===== config.mk =====
export PLATFORM = sky130hd
export DESIGN_NAME = sha1_byte_stream_hasher
export DESIGN_NICKNAME = d
export VERILOG_FILES = /design/src/design/sha1h_pkg.sv /design/src/design/sha1_byte_stream_hasher.sv /design/src/design/sha1h_dp.sv /design/src/design/sha1h_ctrl.sv
export SDC_FILE = /design/constraint.sdc
export NUM_CORES = 2
export LEC_CHECK = 0
export BUFFER_PORTS_ARGS = -buffer_cell sky130_fd_sc_hd__buf_2
export CAP_MARGIN = 15
export CORE_MARGIN = 10
export CORE_UTILIZATION = 30
export DETAILED_ROUTE_END_ITERATION = 6
export PLACE_DENSITY = 0.49
export SLEW_MARGIN = 30
export SYNTH_ARGS = -nofsm -noshare
export SYNTH_HDL_FRONTEND = slang
export SYNTH_SLANG_ARGS = --single-unit

===== constraint.sdc =====
create_clock -name i_clk -period 7.5 [get_ports i_clk]
set_input_delay 0.75 -clock i_clk [delete_from_list [all_inputs] [get_ports i_clk]]
set_output_delay 0.75 -clock i_clk [all_outputs]
set_load 0.005 [all_outputs]

===== src/design/sha1h_pkg.sv =====
`timescale 1ns / 1ps
`default_nettype none
// ----------------------------------------------------------------------------
// sha1h_pkg
// Shared types, constants and helpers for the SHA-1 byte stream hasher.
// ----------------------------------------------------------------------------
package sha1h_pkg;

    localparam logic [31:0] H_INIT0 = 32'h67452301;
    localparam logic [31:0] H_INIT1 = 32'hEFCDAB89;
    localparam logic [31:0] H_INIT2 = 32'h98BADCFE;
    localparam logic [31:0] H_INIT3 = 32'h10325476;
    localparam logic [31:0] H_INIT4 = 32'hC3D2E1F0;

    localparam logic [31:0] K_R0 = 32'h5A827999;
    localparam logic [31:0] K_R1 = 32'h6ED9EBA1;
    localparam logic [31:0] K_R2 = 32'h8F1BBCDC;
    localparam logic [31:0] K_R3 = 32'hCA62C1D6;

    localparam logic [7:0] PAD_BYTE = 8'h80;

    localparam logic [6:0] ROUND_LAST = 7'd79;
    localparam logic [6:0] ROUND_B1   = 7'd20;
    localparam logic [6:0] ROUND_B2   = 7'd40;
    localparam logic [6:0] ROUND_B3   = 7'd60;
    localparam logic [5:0] POS_LEN    = 6'd56;
    localparam logic [5:0] POS_END    = 6'd63;

    // datapath commands
    typedef struct packed {
        logic load_byte;  // pack data byte at current position, bump count
        logic pad;        // pack 0x80 at current position
        logic put_len;    // write bit length into words 14 and 15
        logic start;      // load working variables from chaining words
        logic round;      // one compression round
        logic finish;     // add into chaining words, clear block
        logic emit;       // capture digest, re-init chaining words and count
    } t_cmd;

    // datapath status
    typedef struct packed {
        logic pos_end;    // current position is the last byte of a block
        logic pos_wide;   // 0x80 would leave no room for the length
        logic round_last;
    } t_sts;

    function automatic logic [31:0] rotl1(input logic [31:0] v);
        rotl1 = {v[30:0], v[31]};
    endfunction

    function automatic logic [31:0] rotl5(input logic [31:0] v);
        rotl5 = {v[26:0], v[31:27]};
    endfunction

    function automatic logic [31:0] rotl30(input logic [31:0] v);
        rotl30 = {v[1:0], v[31:2]};
    endfunction

endpackage
`default_nettype wire


===== src/design/sha1_byte_stream_hasher.sv =====
`timescale 1ns / 1ps
`default_nettype none
// ----------------------------------------------------------------------------
// sha1_byte_stream_hasher
// SHA-1 over a byte stream: one byte per word, digest out as five words.
// ----------------------------------------------------------------------------
// A byte is taken while the block is idle. The 64th byte of a block starts
// compression, which runs one round per cycle (load, 80 rounds, add) with
// input stalled. An item with last set adds a pad step, a length step and one
// compression, or two when the 0x80 byte lands at block position 56 or later,
// then hands the digest to a one-deep output register. That register holds
// the result while the next message is already being taken in; the block only
// waits in the digest handoff when a previous digest is still unclaimed. An
// item with neither a byte nor last is taken and ignored.
// ----------------------------------------------------------------------------
module sha1_byte_stream_hasher
    import sha1h_pkg::*;
(
    input  wire logic        i_clk,
    input  wire logic        i_rst_n,
    input  wire logic        i_valid,
    output      logic        o_stall,
    input  wire logic [7:0]  i_data_byte,
    input  wire logic        i_byte_valid,
    input  wire logic        i_last,
    output      logic        o_valid,
    input  wire logic        i_stall,
    output      logic [31:0] o_digest_word0,
    output      logic [31:0] o_digest_word1,
    output      logic [31:0] o_digest_word2,
    output      logic [31:0] o_digest_word3,
    output      logic [31:0] o_digest_word4
);

    t_cmd cmd;
    t_sts sts;

    sha1h_ctrl u_ctrl (
        .i_clk        (i_clk),
        .i_rst_n      (i_rst_n),
        .i_valid      (i_valid),
        .o_stall      (o_stall),
        .i_byte_valid (i_byte_valid),
        .i_last       (i_last),
        .o_valid      (o_valid),
        .i_stall      (i_stall),
        .i_sts        (sts),
        .o_cmd        (cmd)
    );

    sha1h_dp u_dp (
        .i_clk          (i_clk),
        .i_rst_n        (i_rst_n),
        .i_cmd          (cmd),
        .i_data_byte    (i_data_byte),
        .o_sts          (sts),
        .o_digest_word0 (o_digest_word0),
        .o_digest_word1 (o_digest_word1),
        .o_digest_word2 (o_digest_word2),
        .o_digest_word3 (o_digest_word3),
        .o_digest_word4 (o_digest_word4)
    );

endmodule
`default_nettype wire


===== src/design/sha1h_dp.sv =====
`timescale 1ns / 1ps
`default_nettype none
// ----------------------------------------------------------------------------
// sha1h_dp
// Block buffer, message schedule, round unit, chaining words and digest.
// ----------------------------------------------------------------------------
module sha1h_dp
    import sha1h_pkg::*;
(
    input  wire logic        i_clk,
    input  wire logic        i_rst_n,
    input  wire t_cmd        i_cmd,
    input  wire logic [7:0]  i_data_byte,
    output      t_sts        o_sts,
    output      logic [31:0] o_digest_word0,
    output      logic [31:0] o_digest_word1,
    output      logic [31:0] o_digest_word2,
    output      logic [31:0] o_digest_word3,
    output      logic [31:0] o_digest_word4
);

    logic [31:0] r_w [16];
    logic [31:0] r_h [5];
    logic [31:0] r_v [5];
    logic [31:0] r_dig [5];
    logic [63:0] r_cnt;
    logic [6:0]  r_round;

    logic [5:0]  pos;
    logic [3:0]  widx;
    logic [4:0]  wsh;
    logic [7:0]  put_val;
    logic [31:0] put_word;
    logic [63:0] bits;
    logic [31:0] w_new;
    logic [31:0] f;
    logic [31:0] k;
    logic [31:0] t;

    assign pos      = r_cnt[5:0];
    assign widx     = pos[5:2];
    assign wsh      = {~pos[1:0], 3'b000};
    assign put_val  = i_cmd.pad ? PAD_BYTE : i_data_byte;
    assign put_word = {24'd0, put_val} << wsh;
    assign bits     = {r_cnt[60:0], 3'b000};
    assign w_new    = rotl1(r_w[13] ^ r_w[8] ^ r_w[2] ^ r_w[0]);

    always_comb begin
        if (r_round < ROUND_B1) begin
            f = (r_v[1] & r_v[2]) | (~r_v[1] & r_v[3]);
            k = K_R0;
        end else if (r_round < ROUND_B2) begin
            f = r_v[1] ^ r_v[2] ^ r_v[3];
            k = K_R1;
        end else if (r_round < ROUND_B3) begin
            f = (r_v[1] & r_v[2]) | (r_v[1] & r_v[3]) | (r_v[2] & r_v[3]);
            k = K_R2;
        end else begin
            f = r_v[1] ^ r_v[2] ^ r_v[3];
            k = K_R3;
        end
    end

    assign t = rotl5(r_v[0]) + f + r_v[4] + k + r_w[0];

    assign o_sts.pos_end    = (pos == POS_END);
    assign o_sts.pos_wide   = (pos >= POS_LEN);
    assign o_sts.round_last = (r_round == ROUND_LAST);

    // block buffer; during compression a 16-word schedule window
    always_ff @(posedge i_clk) begin
        if (!i_rst_n || i_cmd.finish) begin
            for (int i = 0; i < 16; i++) r_w[i] <= '0;
        end else if (i_cmd.round) begin
            for (int i = 0; i < 15; i++) r_w[i] <= r_w[i+1];
            r_w[15] <= w_new;
        end else if (i_cmd.put_len) begin
            r_w[14] <= bits[63:32];
            r_w[15] <= bits[31:0];
        end else if (i_cmd.load_byte || i_cmd.pad) begin
            r_w[widx] <= r_w[widx] | put_word;
        end
    end

    always_ff @(posedge i_clk) begin
        if (!i_rst_n || i_cmd.emit) begin
            r_cnt <= '0;
        end else if (i_cmd.load_byte) begin
            r_cnt <= r_cnt + 64'd1;
        end
    end

    always_ff @(posedge i_clk) begin
        if (!i_rst_n || i_cmd.emit) begin
            r_h[0] <= H_INIT0;
            r_h[1] <= H_INIT1;
            r_h[2] <= H_INIT2;
            r_h[3] <= H_INIT3;
            r_h[4] <= H_INIT4;
        end else if (i_cmd.finish) begin
            for (int i = 0; i < 5; i++) r_h[i] <= r_h[i] + r_v[i];
        end
    end

    always_ff @(posedge i_clk) begin
        if (!i_rst_n || i_cmd.start) begin
            r_round <= '0;
        end else if (i_cmd.round) begin
            r_round <= r_round + 7'd1;
        end
    end

    always_ff @(posedge i_clk) begin
        if (i_cmd.start) begin
            for (int i = 0; i < 5; i++) r_v[i] <= r_h[i];
        end else if (i_cmd.round) begin
            r_v[0] <= t;
            r_v[1] <= r_v[0];
            r_v[2] <= rotl30(r_v[1]);
            r_v[3] <= r_v[2];
            r_v[4] <= r_v[3];
        end
    end

    always_ff @(posedge i_clk) begin
        if (i_cmd.emit) begin
            for (int i = 0; i < 5; i++) r_dig[i] <= r_h[i];
        end
    end

    assign o_digest_word0 = r_dig[0];
    assign o_digest_word1 = r_dig[1];
    assign o_digest_word2 = r_dig[2];
    assign o_digest_word3 = r_dig[3];
    assign o_digest_word4 = r_dig[4];

    a_start_clears_round: assert property (@(posedge i_clk) disable iff (!i_rst_n)
        i_cmd.start |=> (r_round == '0))
        else $error("round counter not cleared on start");

    a_finish_clears_block: assert property (@(posedge i_clk) disable iff (!i_rst_n)
        i_cmd.finish |=> (r_w[0] == '0 && r_w[15] == '0))
        else $error("block buffer not cleared after compression");

    a_emit_clears_count: assert property (@(posedge i_clk) disable iff (!i_rst_n)
        i_cmd.emit |=> (r_cnt == '0 && r_h[0] == H_INIT0))
        else $error("hash state not re-initialized after digest");

endmodule
`default_nettype wire


===== src/design/sha1h_ctrl.sv =====
`timescale 1ns / 1ps
`default_nettype none
// ----------------------------------------------------------------------------
// sha1h_ctrl
// Sequencer: byte intake, padding, compression rounds and digest handoff.
// ----------------------------------------------------------------------------
module sha1h_ctrl
    import sha1h_pkg::*;
(
    input  wire logic i_clk,
    input  wire logic i_rst_n,
    input  wire logic i_valid,
    output      logic o_stall,
    input  wire logic i_byte_valid,
    input  wire logic i_last,
    output      logic o_valid,
    input  wire logic i_stall,
    input  wire t_sts i_sts,
    output      t_cmd o_cmd
);

    localparam logic [2:0] S_IDLE  = 3'd0;
    localparam logic [2:0] S_START = 3'd1;
    localparam logic [2:0] S_ROUND = 3'd2;
    localparam logic [2:0] S_FINAL = 3'd3;
    localparam logic [2:0] S_PAD   = 3'd4;
    localparam logic [2:0] S_LEN   = 3'd5;
    localparam logic [2:0] S_EMIT  = 3'd6;

    logic [2:0] r_state, n_state;
    logic [2:0] r_ret, n_ret;
    logic       r_out_valid, n_out_valid;
    logic       acc;
    logic       slot_free;

    assign acc       = i_valid && (r_state == S_IDLE);
    assign slot_free = !r_out_valid || !i_stall;
    assign o_stall   = (r_state != S_IDLE);
    assign o_valid   = r_out_valid;

    always_comb begin
        n_state     = r_state;
        n_ret       = r_ret;
        n_out_valid = r_out_valid && i_stall;
        o_cmd       = '0;
        case (r_state)
            S_IDLE: begin
                if (acc) begin
                    if (i_byte_valid) begin
                        o_cmd.load_byte = 1'b1;
                        if (i_sts.pos_end) begin
                            n_state = S_START;
                            n_ret   = i_last ? S_PAD : S_IDLE;
                        end else if (i_last) begin
                            n_state = S_PAD;
                        end
                    end else if (i_last) begin
                        n_state = S_PAD;
                    end
                end
            end
            S_START: begin
                o_cmd.start = 1'b1;
                n_state     = S_ROUND;
            end
            S_ROUND: begin
                o_cmd.round = 1'b1;
                if (i_sts.round_last) n_state = S_FINAL;
            end
            S_FINAL: begin
                o_cmd.finish = 1'b1;
                n_state      = r_ret;
            end
            S_PAD: begin
                o_cmd.pad = 1'b1;
                if (i_sts.pos_wide) begin
                    n_state = S_START;
                    n_ret   = S_LEN;
                end else begin
                    n_state = S_LEN;
                end
            end
            S_LEN: begin
                o_cmd.put_len = 1'b1;
                n_state       = S_START;
                n_ret         = S_EMIT;
            end
            S_EMIT: begin
                if (slot_free) begin
                    o_cmd.emit  = 1'b1;
                    n_out_valid = 1'b1;
                    n_state     = S_IDLE;
                end
            end
            default: begin
                n_state = S_IDLE;
            end
        endcase
    end

    always_ff @(posedge i_clk) begin
        if (!i_rst_n) begin
            r_state     <= S_IDLE;
            r_ret       <= S_IDLE;
            r_out_valid <= 1'b0;
        end else begin
            r_state     <= n_state;
            r_ret       <= n_ret;
            r_out_valid <= n_out_valid;
        end
    end

    a_round_ends: assert property (@(posedge i_clk) disable iff (!i_rst_n)
        (r_state == S_ROUND && i_sts.round_last) |=> (r_state == S_FINAL))
        else $error("compression did not finish after last round");

    a_out_from_emit: assert property (@(posedge i_clk) disable iff (!i_rst_n)
        $rose(r_out_valid) |-> ($past(r_state) == S_EMIT))
        else $error("digest presented outside emit");

    a_full_block: assert property (@(posedge i_clk) disable iff (!i_rst_n)
        (acc && i_byte_valid && i_sts.pos_end) |=> (r_state == S_START))
        else $error("full block not compressed");

    a_emit_only_when_free: assert property (@(posedge i_clk) disable iff (!i_rst_n)
        o_cmd.emit |-> slot_free)
        else $error("digest overwritten while waiting");

endmodule
`default_nettype wire


Yosys cells after proc, flatten, opt, wreduce, memory -nomap -nowiden
Memory sizes are Yosys's and may differ from the RTL's. A register that Yosys moved wholly into a read port is not among the register bits.
Cells that the tools add are included.
Cells by class
  $add $sub $neg: 11
  multiplexer cells: 91
  magnitude comparators: 4
  eq/ne operators: 14
  reductions and logical operators: 16
  shift-type cells: 1
  bitwise operators: 43
Operator list (count)
  32-bit 2-to-1 mux: 34
  32-bit adder: 9
  32-bit XOR: 5
  32-bit AND: 4
  32-bit bitwise OR: 4
  64-bit by 1-bit adder with 64-bit output, second input constant: 1
  1-bit 2-to-1 mux: 38
  3-bit 2-to-1 mux: 12
  32-bit inverter: 1
  32-bit OR reduction: 1
  8-bit by 5-bit << shifter with 32-bit output: 1
  31-bit 2-to-1 mux: 1
  1-bit bitwise OR: 28
  3-bit case mux with 7 select lines: 1
  7-bit by 6-bit < comparator with 1-bit output, second input constant: 2
  4-bit 2-to-1 mux: 3
  3-bit == test, second input constant: 3
  3-bit case mux with 3 select lines: 1
  8-bit 2-to-1 mux: 1
  2-bit != test, second input constant: 4
  7-bit by 1-bit adder with 7-bit output, second input constant: 1
  7-bit == test, second input constant: 1
  7-bit by 5-bit < comparator with 1-bit output, second input constant: 1
  3-bit by 2-bit == test with 1-bit output, second input constant: 2
  12 further kinds: 21
Word-level totals
  bits in writable memories: 992
  input bits: 14
  word-level logic and storage cells: 189
  output and inout port bits: 162
  register bits after elaboration: 78
  memories: 4
Memory list
  u_dp.r_w: depth 16, bits a word 32, read ports 17, clocked after memory_dff 1, wr ports 16, line sha1h_dp.sv:22  | logic [31:0] r_w [16];
  u_dp.r_dig: depth 5, bits a word 32, read ports 5, clocked after memory_dff 0, wr ports 5, line sha1h_dp.sv:25  | logic [31:0] r_dig [5];
  u_dp.r_h: depth 5, bits a word 32, read ports 5, clocked after memory_dff 0, wr ports 5, line sha1h_dp.sv:23  | logic [31:0] r_h [5];
  u_dp.r_v: depth 5, bits a word 32, read ports 5, clocked after memory_dff 0, wr ports 5, line sha1h_dp.sv:24  | logic [31:0] r_v [5];

Longest topological paths before layout
  word-level depth: 12
  mapped depth: 21
  mapped depth without buffers: 19

By module
From an unflattened synthesis, not the netlist that was laid out.
Unflattened totals
  cell total of the unflattened synthesis: 5315
  area, all modules: 59704.8 um^2
By module, submodules not included
  sha1h_dp: cells an instance 5261, times used 1, sequential area each 31230.0 um^2, area an instance 59271.8 um^2
  sha1h_ctrl: cells an instance 54, times used 1, sequential area each 140.1 um^2, area an instance 432.9 um^2

Worst setup path before layout
OpenSTA, ideal clock, no wires.
  path type: reg2reg
  start: register u_ctrl.r_state[2]
  end: memory u_dp.r_h[0][0] (enable)
  data required time: 6169 ps
  arrival time: 4291 ps
  period minus slack after synthesis: 5622 ps
  path buffers: 3
  cell stages (with the launch flop): 7
  setup time: 1331 ps
  path slack: 1878 ps
  cells stage by stage: dfxtp_1 -> clkbuf_1 -> nor2_1 -> nor2b_1 -> clkbuf_1 -> clkbuf_1 -> nand2_1
RTL lines
  start: declaration: line sha1h_ctrl.sv:30  | logic [2:0] r_state, n_state;
  start signal: assignment: line sha1h_ctrl.sv:107  | r_state <= n_state;
  end: declaration: line sha1h_dp.sv:23

==> impl_metrics.tcl <==
set metrics [dict create \
    status "completed" \
    drt-total-wl_mm 218 \
    ios 176 \
    start_kind "flop" \
    highest_layer "met5" \
    fmax_mhz 170 \
    rrSetupSlack_ns 1.62 \
    fin_crit_sh_pct 78.4 \
    tritoncts.num_buffers 120 \
    post_cts_buffers 0 \
    grt_pass1_vias 43000 \
    cpMaxStageDelayCell "a311oi_1" \
    grt_pass1_wl_mm 312 \
    hold_buffers 0 \
    final-hold-violation-count 0 \
    drt_pre_antenna_iters 6 \
    fin_crit_ns 5.88 \
    synth_fp_nets 5618 \
    fp.dieW_um 470 \
    cp_num_cells 18 \
    ys_types 93 \
    switching_power_mw 5.10 \
    synth_area_leader_cell "edfxtp_1" \
    final_core_util_pct 34.1 \
    htree_levels 3 \
    cts-resized-gates 0 \
    endpoint_kind "flop" \
    p_sw_share_pct 30.4 \
    overflow 0 \
    max_slew.worst_pin.slew_ns 1.05 \
    ys_ff_latch 1071 \
    clkLatencyLatePin_ns 0.78 \
    antenna_found_initial 8 \
    clkPwrFrac_pct 37.0 \
    path_delay_family "compound AO/OA/AOI/OAI gates" \
    die_h_um 470 \
    nFillCells 20200 \
    finalClockSkew_ns 0.0434 \
    routedWlPerCell_um 26.8 \
    regArea_um2 31400 \
    r2r_end "u_dp.r_v[0][24]" \
    crit_required_ns 7.96 \
    crit_buf_inv 3 \
    seq_power_share_pct 42.7 \
    clk_pin_slew_worst_paths_ns 0.06 \
    setup_tns_ns 0 \
    dpl_worst_slack_ns 1.72 \
    hold_path_class "in2reg" \
    grtUsageTotal_pct 18.9 \
    multiInputGateArea_um2 27400 \
    cts_root_buf "clkbuf_16" \
    p_int_mw 11.7 \
    drt_iter0_drc 4349 \
    syn_inst 5284 \
    yosysWarnings 0 \
    synth-seq-area-share_pct 51.6 \
    finalInstanceArea_um2 68900 \
    dieArea_um2 221000 \
    cellPowerDensity_nw_per_um2 244 \
    grt_start_max_net_pins 204 \
    ant_nets 0 \
    met3_length_mm 13.6 \
    cpPeakStageDelay_ns 0.90 \
    tritoncts "done" \
    p_comb_share_pct 20.3 \
    placed_area_um2 64800 \
    path_cells "o21a_1 > nor2_1 > inv_1 > nor2_1 > fa_1 > inv_1 > fa_1 > inv_1 > ha_1 > nand3_1 > o211ai_1 > nor2_1 > nand2_1 > a311oi_1 > o21bai_1 > a41oi_1 > xor2_1 > o21ai_0" \
    vdd_ir_drop_max_mv 0.221 \
    whs_path_depth 3 \
    slew-limit-headroom_pct 29.3 \
    place_hpwl_mm 147 \
    finalNetCount 5689 \
    cp-endpoint "u_dp.r_v[0][24]" \
    vias_per_cell 5.45 \
    critPathMaxFanout 7 \
    synth_area_leaders "edfxtp_1, mux4_2, nand2_1" \
    m1WireLength_mm 94.8 \
    async_flop_share_pct 0 \
    routabilityCongestion 0.885 \
    clock-sinks 1071 \
    rr_worst_depth 18 \
    syn_to_final_growth_pct 13.4 \
    netlist.area_leader.share_pct 49.0 \
    rsz0062_at_grt "no" \
    cts_max_path_buffers 3 \
    start_util_pct 30.1 \
    max-cap-violations 0 \
    core_um2 202000 \
    vias 44400 \
    met2_length_mm 102 \
    cp_data_arrival_time_ns 6.34 \
    synthesis.area_um2 60800 \
    syn_area_per_cell_um2 11.5 \
    path_class "reg2reg" \
    r2r_start "u_dp.r_round[3]" \
    setup_violations 0 \
    ys.flop_type "edfxtp_1" \
    crit_path_start "u_dp.r_round[3]" \
    drcViolationCount 0 \
    port_buffers 175 \
    rows 165 \
    drive_above_1_share_pct 12.6 \
    fin_ws_ns 1.62 \
    synth_edf_count 992 \
    leakagePower_nw 25.4 \
    drv_slew 0 \
]
-- per-stage QoR --
step | total power [mW] | cells | hold WS [ns]
after floorplan | 9.49 | 5284 | 0.454
final | 16.8 | 8140 | 0.331
after global placement | 10.6 | 7900 | 0.465
after CTS | 16.9 | 8133 | 0.281
after global routing | 17.5 | 8135 | 0.319
after detailed placement | 10.6 | 7904 | 0.474
-- placed cells by master, fill, tap and decap left out, types with 117 or more instances in the layout --
cell type,instances
a21o_1,124
a21oi_1,180
a22o_1,228
buf_2,175
clkbuf_16,124
edfxtp_1,992
fa_1,117
ha_1,203
inv_1,290
mux4_2,137
nand2_1,676
nand3_1,176
nor2_1,247
o21ai_0,455
xnor2_1,196
-- power groups by stage --
stage | Combinational, mW | Sequential, mW | Clock [mW]
2_1_floorplan | 2.32 | 7.16 | 0
3_3_place_gp | 3.36 | 7.28 | 0
3_5_place_dp | 3.36 | 7.29 | 0
4_1_cts | 3.39 | 7.16 | 6.33
5_1_grt | 3.74 | 7.19 | 6.58
6_report | 3.40 | 7.17 | 6.22
-- per-layer routing --
| metal | track usage [%] | vias up |
|---|---|---|
| li1 | - | 19800 |
| met5 | 0 | - |
| met3 | 2.88 | 316 |
| met4 | 5.51 | 2 |
| met2 | 31.1 | 1594 |
| met1 | 25.8 | 22600 |
-- how the worst min path moves through the flow --
stage,startpoint,end,slack [ns]
2_1_floorplan,u_dp.r_round[1],u_dp.r_round[1],0.45
3_3_place_gp,u_dp.r_cnt[58],u_dp.r_cnt[58],0.46
3_5_place_dp,u_dp.r_round[1],u_dp.r_round[1],0.47
4_1_cts,i_last,u_ctrl.r_ret[2],0.28
5_1_grt,i_last,u_ctrl.r_ret[2],0.32
6_report,i_last,u_ctrl.r_ret[2],0.33
-- tightest hold or removal path, stage by stage --
cell     delay, ns
buf_2         0.10
or4_1         0.10
o211a_1       0.13
-- final cells by class --
class                      instances  share of cell area [%]
clock inverter                    74                    1.16
clock buffer                     155                    4.75
tap                             2672                    4.85
inverter                         292                    1.60
multi-input combinational       3625                    39.8
sequential                      1071                    45.6
timing repair buffer             245                    2.23
antenna                            6                  0.0218
-- kinds of logic after synthesis --
family / count (synthesis) / synth area share (%)
fa+ha+maj: 320 / 8.04
xor+xnor: 299 / 4.31
simple gates: 1429 / 10.6
flops: 1071 / 51.6
buf+inv: 588 / 3.71
mux: 244 / 6.89
compound gates: 1333 / 14.8
-- cells in the mapped netlist (38+ instances only) --
| master | count |
|---|---|
| nand2_1 | 689 |
| o21ai_0 | 458 |
| clkbuf_1 | 257 |
| xnor2_1 | 196 |
| nand2b_1 | 39 |
| ha_1 | 203 |
| fa_1 | 117 |
| edfxtp_1 | 992 |
| nor2_1 | 255 |
| mux2i_1 | 83 |
| dfxtp_1 | 79 |
| o31ai_1 | 40 |
| o22ai_1 | 43 |
| nor2b_1 | 38 |
| nand3_1 | 180 |
| a21oi_1 | 180 |
| mux4_2 | 137 |
| inv_1 | 291 |
| a21o_1 | 124 |
| a22o_1 | 228 |
| xor2_1 | 103 |
| nor3_1 | 38 |
| and3_1 | 41 |
-- flip-flops by register name, summed over array words and instances (netlist names), named ones only --
| register | count |
|---|---|
| u_dp.r_w | 512 |
| u_dp.r_dig | 160 |
| u_dp.r_h | 160 |
| u_dp.r_v | 160 |
| u_dp.r_cnt | 61 |
| u_dp.r_round | 7 |
| u_ctrl.r_ret | 3 |
| u_ctrl.r_state | 3 |
| u_ctrl.o_valid | 1 |
Power figures use the tool's default switching activity.
